==> src/swsp_pkg.sv <==
// Package for the shell word splitter: result kinds, lexer modes, character
// codes and the result-group types shared by the lexer, the queue and the top.
// No dependencies.
package swsp_pkg;

    localparam int MAX_RESULTS = 4;

    typedef enum logic [1:0] {
        KIND_CHAR = 2'd0,
        KIND_WEND = 2'd1,
        KIND_LEND = 2'd2
    } kind_t;

    typedef enum logic [2:0] {
        MODE_PLAIN  = 3'd0,
        MODE_P_ESC  = 3'd1,
        MODE_DOLLAR = 3'd2,
        MODE_SINGLE = 3'd3,
        MODE_DOUBLE = 3'd4,
        MODE_D_ESC  = 3'd5,
        MODE_EXPAND = 3'd6
    } mode_t;

    localparam logic [7:0] CH_SPACE  = 8'h20;
    localparam logic [7:0] CH_TAB    = 8'h09;
    localparam logic [7:0] CH_SQUOTE = 8'h27;
    localparam logic [7:0] CH_DQUOTE = 8'h22;
    localparam logic [7:0] CH_DOLLAR = 8'h24;
    localparam logic [7:0] CH_LPAREN = 8'h28;
    localparam logic [7:0] CH_RPAREN = 8'h29;
    localparam logic [7:0] CH_BSLASH = 8'h5C;

    typedef struct packed {
        kind_t      kind;
        logic [7:0] ch;
        logic       last;
    } entry_t;

    typedef struct packed {
        logic [2:0]                   count;
        entry_t [MAX_RESULTS-1:0]     ents;
    } group_t;

endpackage

==> src/shell_word_splitter.sv <==
// Shell word splitter top level: input register, lexer step and result queue.
// A byte waits in the input register until its whole group is pushed into the queue.
// Throughput: one byte per cycle while the queue has room for its whole group
// of up to four results; results leave at one per cycle while out_stall is low
// from a QUEUE_DEPTH entry queue, so the result side sets the sustained rate.
// Reset: asynchronous, active low; plain state, no word open, queue empty.
module shell_word_splitter #(
    parameter int QUEUE_DEPTH = 8
) (
    input  logic       clk,
    input  logic       rst_n,
    input  logic       in_valid,
    output logic       in_stall,
    input  logic [7:0] char_in,
    input  logic       line_last,
    output logic       out_valid,
    input  logic       out_stall,
    output logic [1:0] kind,
    output logic [7:0] char_out,
    output logic       run_last
);

    logic              in_valid_reg, in_valid_next;
    logic [7:0]        char_reg;
    logic              last_reg;
    swsp_pkg::mode_t   mode_reg, mode_next;
    logic              word_open_reg, word_open_next;
    swsp_pkg::group_t  group;
    swsp_pkg::entry_t  out_entry;
    logic              push_ok;
    logic              advance;
    logic              in_xfer;

    // The held byte moves on once its whole group fits in the queue.
    assign advance  = in_valid_reg && push_ok;
    assign in_stall = in_valid_reg && !push_ok;
    assign in_xfer  = in_valid && !in_stall;

    always_comb
    begin
        in_valid_next = in_valid_reg;
        if (in_xfer)
        begin
            in_valid_next = 1'b1;
        end
        else if (advance)
        begin
            in_valid_next = 1'b0;
        end
    end

    swsp_lexer u_lexer (
        .mode_cur       (mode_reg),
        .word_open_cur  (word_open_reg),
        .char_in        (char_reg),
        .line_last      (last_reg),
        .group          (group),
        .mode_next      (mode_next),
        .word_open_next (word_open_next)
    );

    swsp_res_queue #(
        .DEPTH (QUEUE_DEPTH)
    ) u_queue (
        .clk        (clk),
        .rst_n      (rst_n),
        .push_group (group),
        .push_en    (in_valid_reg),
        .push_ok    (push_ok),
        .out_valid  (out_valid),
        .out_stall  (out_stall),
        .out_entry  (out_entry)
    );

    always_ff @(posedge clk or negedge rst_n)
    begin
        if (!rst_n)
        begin
            in_valid_reg  <= 1'b0;
            mode_reg      <= swsp_pkg::MODE_PLAIN;
            word_open_reg <= 1'b0;
        end
        else
        begin
            in_valid_reg <= in_valid_next;
            if (advance)
            begin
                mode_reg      <= mode_next;
                word_open_reg <= word_open_next;
            end
        end
    end

    always_ff @(posedge clk)
    begin
        if (in_xfer)
        begin
            char_reg <= char_in;
            last_reg <= line_last;
        end
    end

    assign kind     = out_entry.kind;
    assign char_out = out_entry.ch;
    assign run_last = out_entry.last;

endmodule

==> src/swsp_lexer.sv <==
// Lexer step for the shell word splitter: from the current mode, the word
// state and one byte, forms the group of up to four results and the next state.
// Depends on swsp_pkg.
module swsp_lexer (
    input  swsp_pkg::mode_t  mode_cur,
    input  logic             word_open_cur,
    input  logic [7:0]       char_in,
    input  logic             line_last,
    output swsp_pkg::group_t group,
    output swsp_pkg::mode_t  mode_next,
    output logic             word_open_next
);

    always_comb
    begin
        swsp_pkg::mode_t  mode;
        logic             wo;
        logic [2:0]       n;
        logic             do_plain;
        swsp_pkg::entry_t [swsp_pkg::MAX_RESULTS-1:0] ents;

        mode     = mode_cur;
        wo       = word_open_cur;
        n        = 3'd0;
        do_plain = 1'b0;
        ents     = '0;

        unique case (mode_cur)
            swsp_pkg::MODE_P_ESC:
            begin
                ents[n[1:0]].kind = swsp_pkg::KIND_CHAR;
                ents[n[1:0]].ch   = char_in;
                n    = n + 3'd1;
                wo   = 1'b1;
                mode = swsp_pkg::MODE_PLAIN;
            end
            swsp_pkg::MODE_DOLLAR:
            begin
                ents[n[1:0]].kind = swsp_pkg::KIND_CHAR;
                ents[n[1:0]].ch   = swsp_pkg::CH_DOLLAR;
                n  = n + 3'd1;
                wo = 1'b1;
                if (char_in == swsp_pkg::CH_LPAREN)
                begin
                    ents[n[1:0]].kind = swsp_pkg::KIND_CHAR;
                    ents[n[1:0]].ch   = char_in;
                    n    = n + 3'd1;
                    mode = swsp_pkg::MODE_EXPAND;
                end
                else
                begin
                    mode     = swsp_pkg::MODE_PLAIN;
                    do_plain = 1'b1;
                end
            end
            swsp_pkg::MODE_SINGLE:
            begin
                if (char_in == swsp_pkg::CH_SQUOTE)
                begin
                    mode = swsp_pkg::MODE_PLAIN;
                end
                else
                begin
                    ents[n[1:0]].kind = swsp_pkg::KIND_CHAR;
                    ents[n[1:0]].ch   = char_in;
                    n  = n + 3'd1;
                    wo = 1'b1;
                end
            end
            swsp_pkg::MODE_DOUBLE:
            begin
                if (char_in == swsp_pkg::CH_DQUOTE)
                begin
                    mode = swsp_pkg::MODE_PLAIN;
                end
                else if (char_in == swsp_pkg::CH_BSLASH)
                begin
                    mode = swsp_pkg::MODE_D_ESC;
                end
                else
                begin
                    ents[n[1:0]].kind = swsp_pkg::KIND_CHAR;
                    ents[n[1:0]].ch   = char_in;
                    n  = n + 3'd1;
                    wo = 1'b1;
                end
            end
            swsp_pkg::MODE_D_ESC:
            begin
                // Only a quote or a backslash is really escaped; otherwise
                // the backslash stays in the word.
                if (char_in != swsp_pkg::CH_DQUOTE && char_in != swsp_pkg::CH_BSLASH)
                begin
                    ents[n[1:0]].kind = swsp_pkg::KIND_CHAR;
                    ents[n[1:0]].ch   = swsp_pkg::CH_BSLASH;
                    n = n + 3'd1;
                end
                ents[n[1:0]].kind = swsp_pkg::KIND_CHAR;
                ents[n[1:0]].ch   = char_in;
                n    = n + 3'd1;
                wo   = 1'b1;
                mode = swsp_pkg::MODE_DOUBLE;
            end
            swsp_pkg::MODE_EXPAND:
            begin
                ents[n[1:0]].kind = swsp_pkg::KIND_CHAR;
                ents[n[1:0]].ch   = char_in;
                n  = n + 3'd1;
                wo = 1'b1;
                if (char_in == swsp_pkg::CH_RPAREN)
                begin
                    mode = swsp_pkg::MODE_PLAIN;
                end
            end
            default:
            begin
                mode     = swsp_pkg::MODE_PLAIN;
                do_plain = 1'b1;
            end
        endcase

        if (do_plain)
        begin
            if (char_in == swsp_pkg::CH_SPACE || char_in == swsp_pkg::CH_TAB)
            begin
                if (wo)
                begin
                    ents[n[1:0]].kind = swsp_pkg::KIND_WEND;
                    n  = n + 3'd1;
                    wo = 1'b0;
                end
            end
            else if (char_in == swsp_pkg::CH_SQUOTE)
            begin
                mode = swsp_pkg::MODE_SINGLE;
            end
            else if (char_in == swsp_pkg::CH_DQUOTE)
            begin
                mode = swsp_pkg::MODE_DOUBLE;
            end
            else if (char_in == swsp_pkg::CH_DOLLAR)
            begin
                mode = swsp_pkg::MODE_DOLLAR;
            end
            else if (char_in == swsp_pkg::CH_BSLASH)
            begin
                mode = swsp_pkg::MODE_P_ESC;
            end
            else
            begin
                ents[n[1:0]].kind = swsp_pkg::KIND_CHAR;
                ents[n[1:0]].ch   = char_in;
                n  = n + 3'd1;
                wo = 1'b1;
            end
        end

        // At line end a pending dollar is kept, a pending backslash is dropped,
        // and an open word is closed before the end-of-line mark.
        if (line_last)
        begin
            if (mode == swsp_pkg::MODE_DOLLAR)
            begin
                ents[n[1:0]].kind = swsp_pkg::KIND_CHAR;
                ents[n[1:0]].ch   = swsp_pkg::CH_DOLLAR;
                n  = n + 3'd1;
                wo = 1'b1;
            end
            if (wo)
            begin
                ents[n[1:0]].kind = swsp_pkg::KIND_WEND;
                n = n + 3'd1;
            end
            ents[n[1:0]].kind = swsp_pkg::KIND_LEND;
            n    = n + 3'd1;
            mode = swsp_pkg::MODE_PLAIN;
            wo   = 1'b0;
        end

        for (int i = 0; i < swsp_pkg::MAX_RESULTS; i++)
        begin
            ents[i].last = (n != 3'd0) && (3'(i) == n - 3'd1);
        end

        group.count    = n;
        group.ents     = ents;
        mode_next      = mode;
        word_open_next = wo;
    end

endmodule

==> src/swsp_res_queue.sv <==
// Result queue for the shell word splitter: takes a whole group of up to four
// results in one cycle and hands them out one per transfer.
// Depends on swsp_pkg.
module swsp_res_queue #(
    parameter int DEPTH = 8
) (
    input  logic             clk,
    input  logic             rst_n,
    input  swsp_pkg::group_t push_group,
    input  logic             push_en,
    output logic             push_ok,
    output logic             out_valid,
    input  logic             out_stall,
    output swsp_pkg::entry_t out_entry
);

    // DEPTH must be at least MAX_RESULTS so that any group fits an empty queue.
    localparam int PW = (DEPTH > 1) ? $clog2(DEPTH) : 1;
    localparam int CW = $clog2(DEPTH + 1);
    localparam int SW = PW + 3;

    swsp_pkg::entry_t mem_reg [DEPTH];
    logic [PW-1:0]    wr_ptr_reg, wr_ptr_next;
    logic [PW-1:0]    rd_ptr_reg, rd_ptr_next;
    logic [CW-1:0]    count_reg, count_next;
    logic             pop;
    logic             push;

    function automatic logic [PW-1:0] wrap_add(input logic [PW-1:0] base,
                                               input logic [2:0] ofs);
        logic [SW-1:0] sum;
        sum = SW'(base) + SW'(ofs);
        if (sum >= SW'(DEPTH))
        begin
            sum = sum - SW'(DEPTH);
        end
        return sum[PW-1:0];
    endfunction

    assign push_ok   = (CW'(count_reg) + CW'(push_group.count)) <= CW'(DEPTH)
                       && ((CW+1)'(count_reg) + (CW+1)'(push_group.count))
                          <= (CW+1)'(DEPTH);
    assign push      = push_en && push_ok;
    assign out_valid = (count_reg != '0);
    assign pop       = out_valid && !out_stall;
    assign out_entry = mem_reg[rd_ptr_reg];

    always_comb
    begin
        wr_ptr_next = wr_ptr_reg;
        rd_ptr_next = rd_ptr_reg;
        count_next  = count_reg;
        if (push)
        begin
            wr_ptr_next = wrap_add(wr_ptr_reg, push_group.count);
            count_next  = count_next + CW'(push_group.count);
        end
        if (pop)
        begin
            rd_ptr_next = wrap_add(rd_ptr_reg, 3'd1);
            count_next  = count_next - CW'(1);
        end
    end

    always_ff @(posedge clk or negedge rst_n)
    begin
        if (!rst_n)
        begin
            wr_ptr_reg <= '0;
            rd_ptr_reg <= '0;
            count_reg  <= '0;
        end
        else
        begin
            wr_ptr_reg <= wr_ptr_next;
            rd_ptr_reg <= rd_ptr_next;
            count_reg  <= count_next;
        end
    end

    always_ff @(posedge clk)
    begin
        for (int i = 0; i < swsp_pkg::MAX_RESULTS; i++)
        begin
            if (push && (3'(i) < push_group.count))
            begin
                mem_reg[wrap_add(wr_ptr_reg, 3'(i))] <= push_group.ents[i];
            end
        end
    end

endmodule
==> config.mk <==
export PLATFORM = sky130hd
export DESIGN_NAME = shell_word_splitter
export DESIGN_NICKNAME = d
export VERILOG_FILES = /design/src/swsp_pkg.sv /design/src/shell_word_splitter.sv /design/src/swsp_lexer.sv /design/src/swsp_res_queue.sv
export SDC_FILE = /design/constraint.sdc
export NUM_CORES = 1
export LEC_CHECK = 0
export BUFFER_PORTS_ARGS = -buffer_cell sky130_fd_sc_hd__buf_4
export CAP_MARGIN = 20
export CORE_ASPECT_RATIO = 1.75
export CORE_MARGIN = 10
export CORE_UTILIZATION = 25
export CTS_BUF_LIST = sky130_fd_sc_hd__clkbuf_8
export DETAILED_ROUTE_END_ITERATION = 16
export GPL_TIMING_DRIVEN = 0
export SYNTH_ARGS = -nofsm -noshare
export SYNTH_HDL_FRONTEND = slang
export SYNTH_HIERARCHICAL = 1
export SYNTH_SLANG_ARGS = --single-unit
export TNS_END_PERCENT = 1
==> constraint.sdc <==
create_clock -name clk -period 7.1 [get_ports clk]
set_input_delay 0.355 -clock clk [delete_from_list [all_inputs] [get_ports clk]]
set_output_delay 0.355 -clock clk [all_outputs]
set_load 0.1 [all_outputs]
# ---- Word level (Yosys, flattened, before mapping)
# Memory sizes are Yosys's and may differ from the RTL's.
# Index checks and enable logic that the tools add are counted.
dict set report word_totals {
  output_inout_bits 13
  mem_bits_rw 88
  register_bits 24
  elab_cells 218
  n_memories 1
}
# name words width rd rd_clocked_by_memory_dff write_ports line
set memory_table {}
lappend memory_table {u_queue.mem_reg 8 11 1 0 4 swsp_res_queue.sv:22} ;# swsp_pkg::entry_t mem_reg [DEPTH];
dict set report op_classes {
  magnitude_cmp 22
  muxes 117
  addsub 20
  n_eq_ne 20
  reduce_logical 30
}
# op count
set ops {}
lappend ops {{two-way mux 44 bit} 12}
lappend ops {{bitwise mux 44 bit} 9}
lappend ops {{demux 11 bit (select 2 bit)} 8}
lappend ops {{two-way mux 3 bit} 36}
lappend ops {{two-way mux 11 bit} 5}
lappend ops {{one-hot mux 10 bit (5 select lines)} 1}
lappend ops {{== test 8 x 6 -> 1 bit (second input constant)} 6}
lappend ops {{one-hot mux 3 bit (5 select lines)} 2}
lappend ops {{two-way mux 1 bit} 28}
lappend ops {{two-way mux 9 bit} 3}
lappend ops {{two-way mux 8 bit} 3}
lappend ops {{two-way mux 22 bit} 1}
lappend ops {{subtractor 3 x 1 -> 3 bit (second input constant)} 7}
lappend ops {{>= comparator 4 bit (second input constant)} 5}
lappend ops {{two-way mux 10 bit} 2}
lappend ops {{one-hot mux 10 bit (2 select lines)} 1}
lappend ops {{logical AND 1 bit} 19}
lappend ops {{adder 3 x 1 -> 3 bit (second input constant)} 5}
lappend ops {{less-than comparator 2 x 3 -> 1 bit (second input constant)} 5}
lappend ops {{>= comparator 2 x 1 -> 1 bit (second input constant)} 5}
lappend ops {{== test 3 x 2 -> 1 bit (second input constant)} 3}
lappend ops {{== test 3 bit (second input constant)} 3}
lappend ops {{adder 3 x 1 -> 4 bit (second input constant)} 2}
lappend ops {{adder 3 x 2 -> 4 bit (second input constant)} 2}
lappend ops {{30 further kinds} 36}

# ---- Logic depth before layout (Yosys ltp)
dict set report depth {
  depth_word 29
  depth_mapped 30
  mapped_depth_nobuf 26
}

# ---- Hierarchy
# The synthesis kept the hierarchy.
# module area_per_inst_um2 cells_per_inst n_inst
set modules_own_cells {}
lappend modules_own_cells {swsp_res_queue 7422.1 788 1}
lappend modules_own_cells {swsp_lexer 1559.0 243 1}
lappend modules_own_cells {shell_word_splitter 484.2 23 1}

# ---- Worst setup path before layout
# Ideal clock, no wire load.
dict set report synth_timing {
  kind {flip-flop to flip-flop}
  from {register char_reg[4]}
  to {memory u_queue/mem_reg[5][0] in the netlist's numbering (enable)}
  arrival_ns 7.307
  path_slack_ns -0.627
  synth_period_minus_slack_ns 7.727
  path_buffers 2
  stages_incl_launch_ff 25
  required_time_ns 6.680
  setup_ns 0.420
  path_cell_list {edfxtp_1 -> or4_1 -> buf_2 -> or3_1 -> a21o_1 -> a21oi_1 -> o21ai_0 -> o31a_2 -> ha_1 -> a21o_1 -> ha_1 -> o21ai_0 -> ha_1 -> o21a_1 -> ha_1 -> and3_1 -> a221oi_2 -> nand3b_2 -> ha_1 -> nor2b_1 -> o21ai_2 -> clkbuf_1 -> and3_1 -> o31ai_1 -> o311ai_0}
}
# element line
set synth_rtl {}
lappend synth_rtl {{from (decl)} shell_word_splitter.sv:24} ;# logic [7:0] char_reg;
lappend synth_rtl {{from (signal assigned)} shell_word_splitter.sv:98} ;# char_reg <= char_in;
lappend synth_rtl {{to (decl)} swsp_res_queue.sv:22}

==> results.py <==
metrics = {
    "place": {
        "dpl.cell_count": 1566,
        "dp_hpwl_um": 31700,
        "numPortBuffers": 25,
        "globalplace.congestion": 1.02,
    },
    "power_and_ir_drop": {
        "vdd_drop_max_v": 0.000474,
        "leakagePower_nw": 4.07,
        "p_per_area_mw_per_mm2": 575,
    },
    "clocking": {
        "clk_path_buf_depth": 2,
        "cts_root_buffer": "clkbuf_8",
        "cts.sinks": 112,
        "clk_pin_slew_worst_paths_ps": 120,
        "clock_latency_ps": 430,
        "htree_levels": 3,
        "cts_tree": "built",
        "numCtsBuffers": 9,
    },
    "yosys": {
        "avgSynthCellArea_um2": 8.98,
        "ys_seq_area_frac": 0.347,
        "synthFlopType": "edfxtp_1",
        "yosys-top-cells-area": "edfxtp_1 31%, o21ai_0 5.5%, mux4_2 5.2%",
        "syn_area_mm2": 0.00947,
        "synth_warnings": 6,
        "syn_inst": 1054,
        "synth_top_area_share": 0.308,
        "synth_seq_cells": 112,
        "synth_cell_types": 88,
        "synth_nets": 1093,
        "synth_edf_count": 97,
        "async_reset_ff_frac": 0.134,
        "yosysTopAreaCell": "edfxtp_1",
    },
    "sta": {
        "tightest_slew_ps": 1150,
        "setup_violations": 0,
        "skew_ps": 19.2,
        "period_share": 0.979,
        "relSlewSlack": 0.230,
        "clock.fmax_mhz": 144,
        "fin_setup_tns_ps": 0,
        "drv_slew": 0,
        "period_needed_ps": 6950,
        "hold_viol": 0,
    },
    "critical_path": {
        "endpoint_kind": "register",
        "start_kind": "register",
        "arrival_ps": 7130,
        "slowest_delay_ps": 550,
        "worstSetupPathType": "reg2reg",
        "crit_fanout": 10,
        "worstPathRequired_ps": 7280,
        "crit_top_cell": "ha_4",
        "slowest_stage": "or4_4",
    },
    "floorplanning": {
        "core_area_mm2": 0.0375,
        "initial_core_util": 0.252,
        "chipWidth_um": 167,
        "io_pins": 26,
        "rows": 94,
        "die_area_mm2": 0.0464,
        "die_h_um": 277,
    },
    "run_status": {
        "outcome": "finished, final reports clean",
    },
    "layout": {
        "syn2layout_area_growth_pct": 18.8,
        "post-route-util": 0.300,
        "fin_nets": 1169,
        "regArea_mm2": 0.00329,
        "nFillCells": 3877,
        "largest_reg_flops": 88,
        "drive_gt1_frac": 0.233,
        "multi_input_area_mm2": 0.00599,
        "stdcell_count": 1616,
    },
    "detailed_routing": {
        "drtIter0Drc": 931,
        "ant_nets": 0,
        "routed_wl_um": 41200,
        "dr.pass1.iters": 6,
        "post-route-drc-count": 0,
        "vias_per_cell": 5.81,
        "wl_per_cell_um": 25.5,
        "vias": 9384,
    },
    "global_routing": {
        "antenna_found_initial": 1,
        "track_usage": 0.172,
        "grt.overflow.total": 0,
        "grt_pass1_wl_um": 61000,
        "grt_max_degree": 20,
        "grt_pass1_vias": 9541,
    },
    "worst_hold_path": {
        "hold_path.class": "in2reg",
    },
    "run": {
        "cap_violations": 0,
    },
}
## final timing paths
path	endpoint	from	cells after the start	slack (ps)
worst max-delay path	u_queue/mem_reg[6][10]$_DFFE_PP_	char_reg[4]$_DFFE_PP_	27	150
worst min-delay path	char_reg[0]$_DFFE_PP_	char_in[0]	1	90
worst max register to register	u_queue/mem_reg[6][10]$_DFFE_PP_	char_reg[4]$_DFFE_PP_	27	150
worst min register to register	mode_reg[2]$_DFFE_PN0P_	mode_reg[2]$_DFFE_PN0P_	1	610
max in group asynchronous	mode_reg[2]$_DFFE_PN0P_	rst_n	2	6560
min in group asynchronous	u_queue/rd_ptr_reg[2]$_DFFE_PN0P_	rst_n	2	320
## power by group
part	switching [mW]	internal, mW	total, mW
Combinational	3.15	1.55	4.70
Sequential	0.113	1.21	1.33
Clock	0.245	0.204	0.449
## critical path, delay by kind of cell, from the launching register on
kind | cells | cell delay (ps)
adders and majority gates | 5 | 1150
DFF | 1 | 430
AOI/OAI and AO/OA | 11 | 2190
buffers and inverters | 3 | 640
and+or+nand+nor | 8 | 2250
## cells by family after synthesis
group	after synthesis	synth area share
XOR/XNOR	19	0.0200
multiplexers	52	0.0883
flip-flops	112	0.347
adder cells (fa/ha/maj)	27	0.0370
AND/OR/NAND/NOR	332	0.187
AO/OA/AOI/OAI	380	0.260
buffers and inverters	132	0.0605
## stage by stage
step | area [um2] | hold WS (ps) | setup WS (ps) | power [mW]
global route | 11200 | 73.7 | -21.2 | 6.80
finish | 11200 | 90.9 | 152 | 6.47
detailed placement | 10300 | 245 | -1430 | 5.51
CTS | 11100 | 79.3 | 8.22 | 6.33
floorplan | 9470 | 59.4 | -127 | 4.20
global placement | 10300 | 243 | -2460 | 5.42
## layout by cell type (no fill, tap or decap), types with 18 or more instances in the layout
cell,n
edfxtp_1,97
a21oi_1,31
a211oi_1,34
clkbuf_1,38
and3_1,45
nor3_1,19
o21ai_0,98
nand2_1,117
buf_4,61
inv_1,27
ha_1,20
nand3_1,18
a221oi_1,33
buf_2,28
o21ai_1,73
mux4_2,22
nor2_1,22
## Yosys cell counts, drive strengths merged, types with 5 or more instances
master,instances
nor3,27
and2,15
a31oi,9
or3,20
nor2b,12
nor2,26
a211oi,40
ha,24
clkbuf,51
and4,12
mux2,17
mux2i,13
nand3,19
nand2b,7
xnor2,10
a21boi,5
edfxtp,97
a311oi,9
o22ai,15
mux4,22
xor2,9
inv,30
buf,49
a221oi,36
dfrtp,15
nand2,124
a21oi,44
o21ai,180
and3,46
## final cells by class
class,count,share of cell area
multi-input cells,811,0.533
flip-flops and latches,112,0.292
well taps,480,0.0534
repair buffers,66,0.0474
plain buffers,98,0.0433
clock buffers,9,0.0110
inverters,32,0.0107
clock inverters,7,0.00901
diodes,1,0.000222
## routing by layer
| metal | GRT usage | part of all wire | up-vias |
|---|---|---|---|
| met5 | 0 | 0 | - |
| met4 | 0.159 | 0.11 | 0 |
| met3 | 0.0256 | 0.058 | 212 |
| met2 | 0.323 | 0.53 | 511 |
| met1 | 0.151 | 0.31 | 4470 |
| li1 | - | - | 4191 |
## what timing repair did
item / 4_1_cts / 5_1_grt
buffers inserted: 26 / 7
hold buffers: 1 / 0
pin swaps: 11 / 13
resized for setup: 64 / 40
cloned: 1 / 0
setup endpoints to repair: 198 / 179
hold endpoints to repair: 15 / 0
Note: power is estimated with default switching activity, not from simulation.
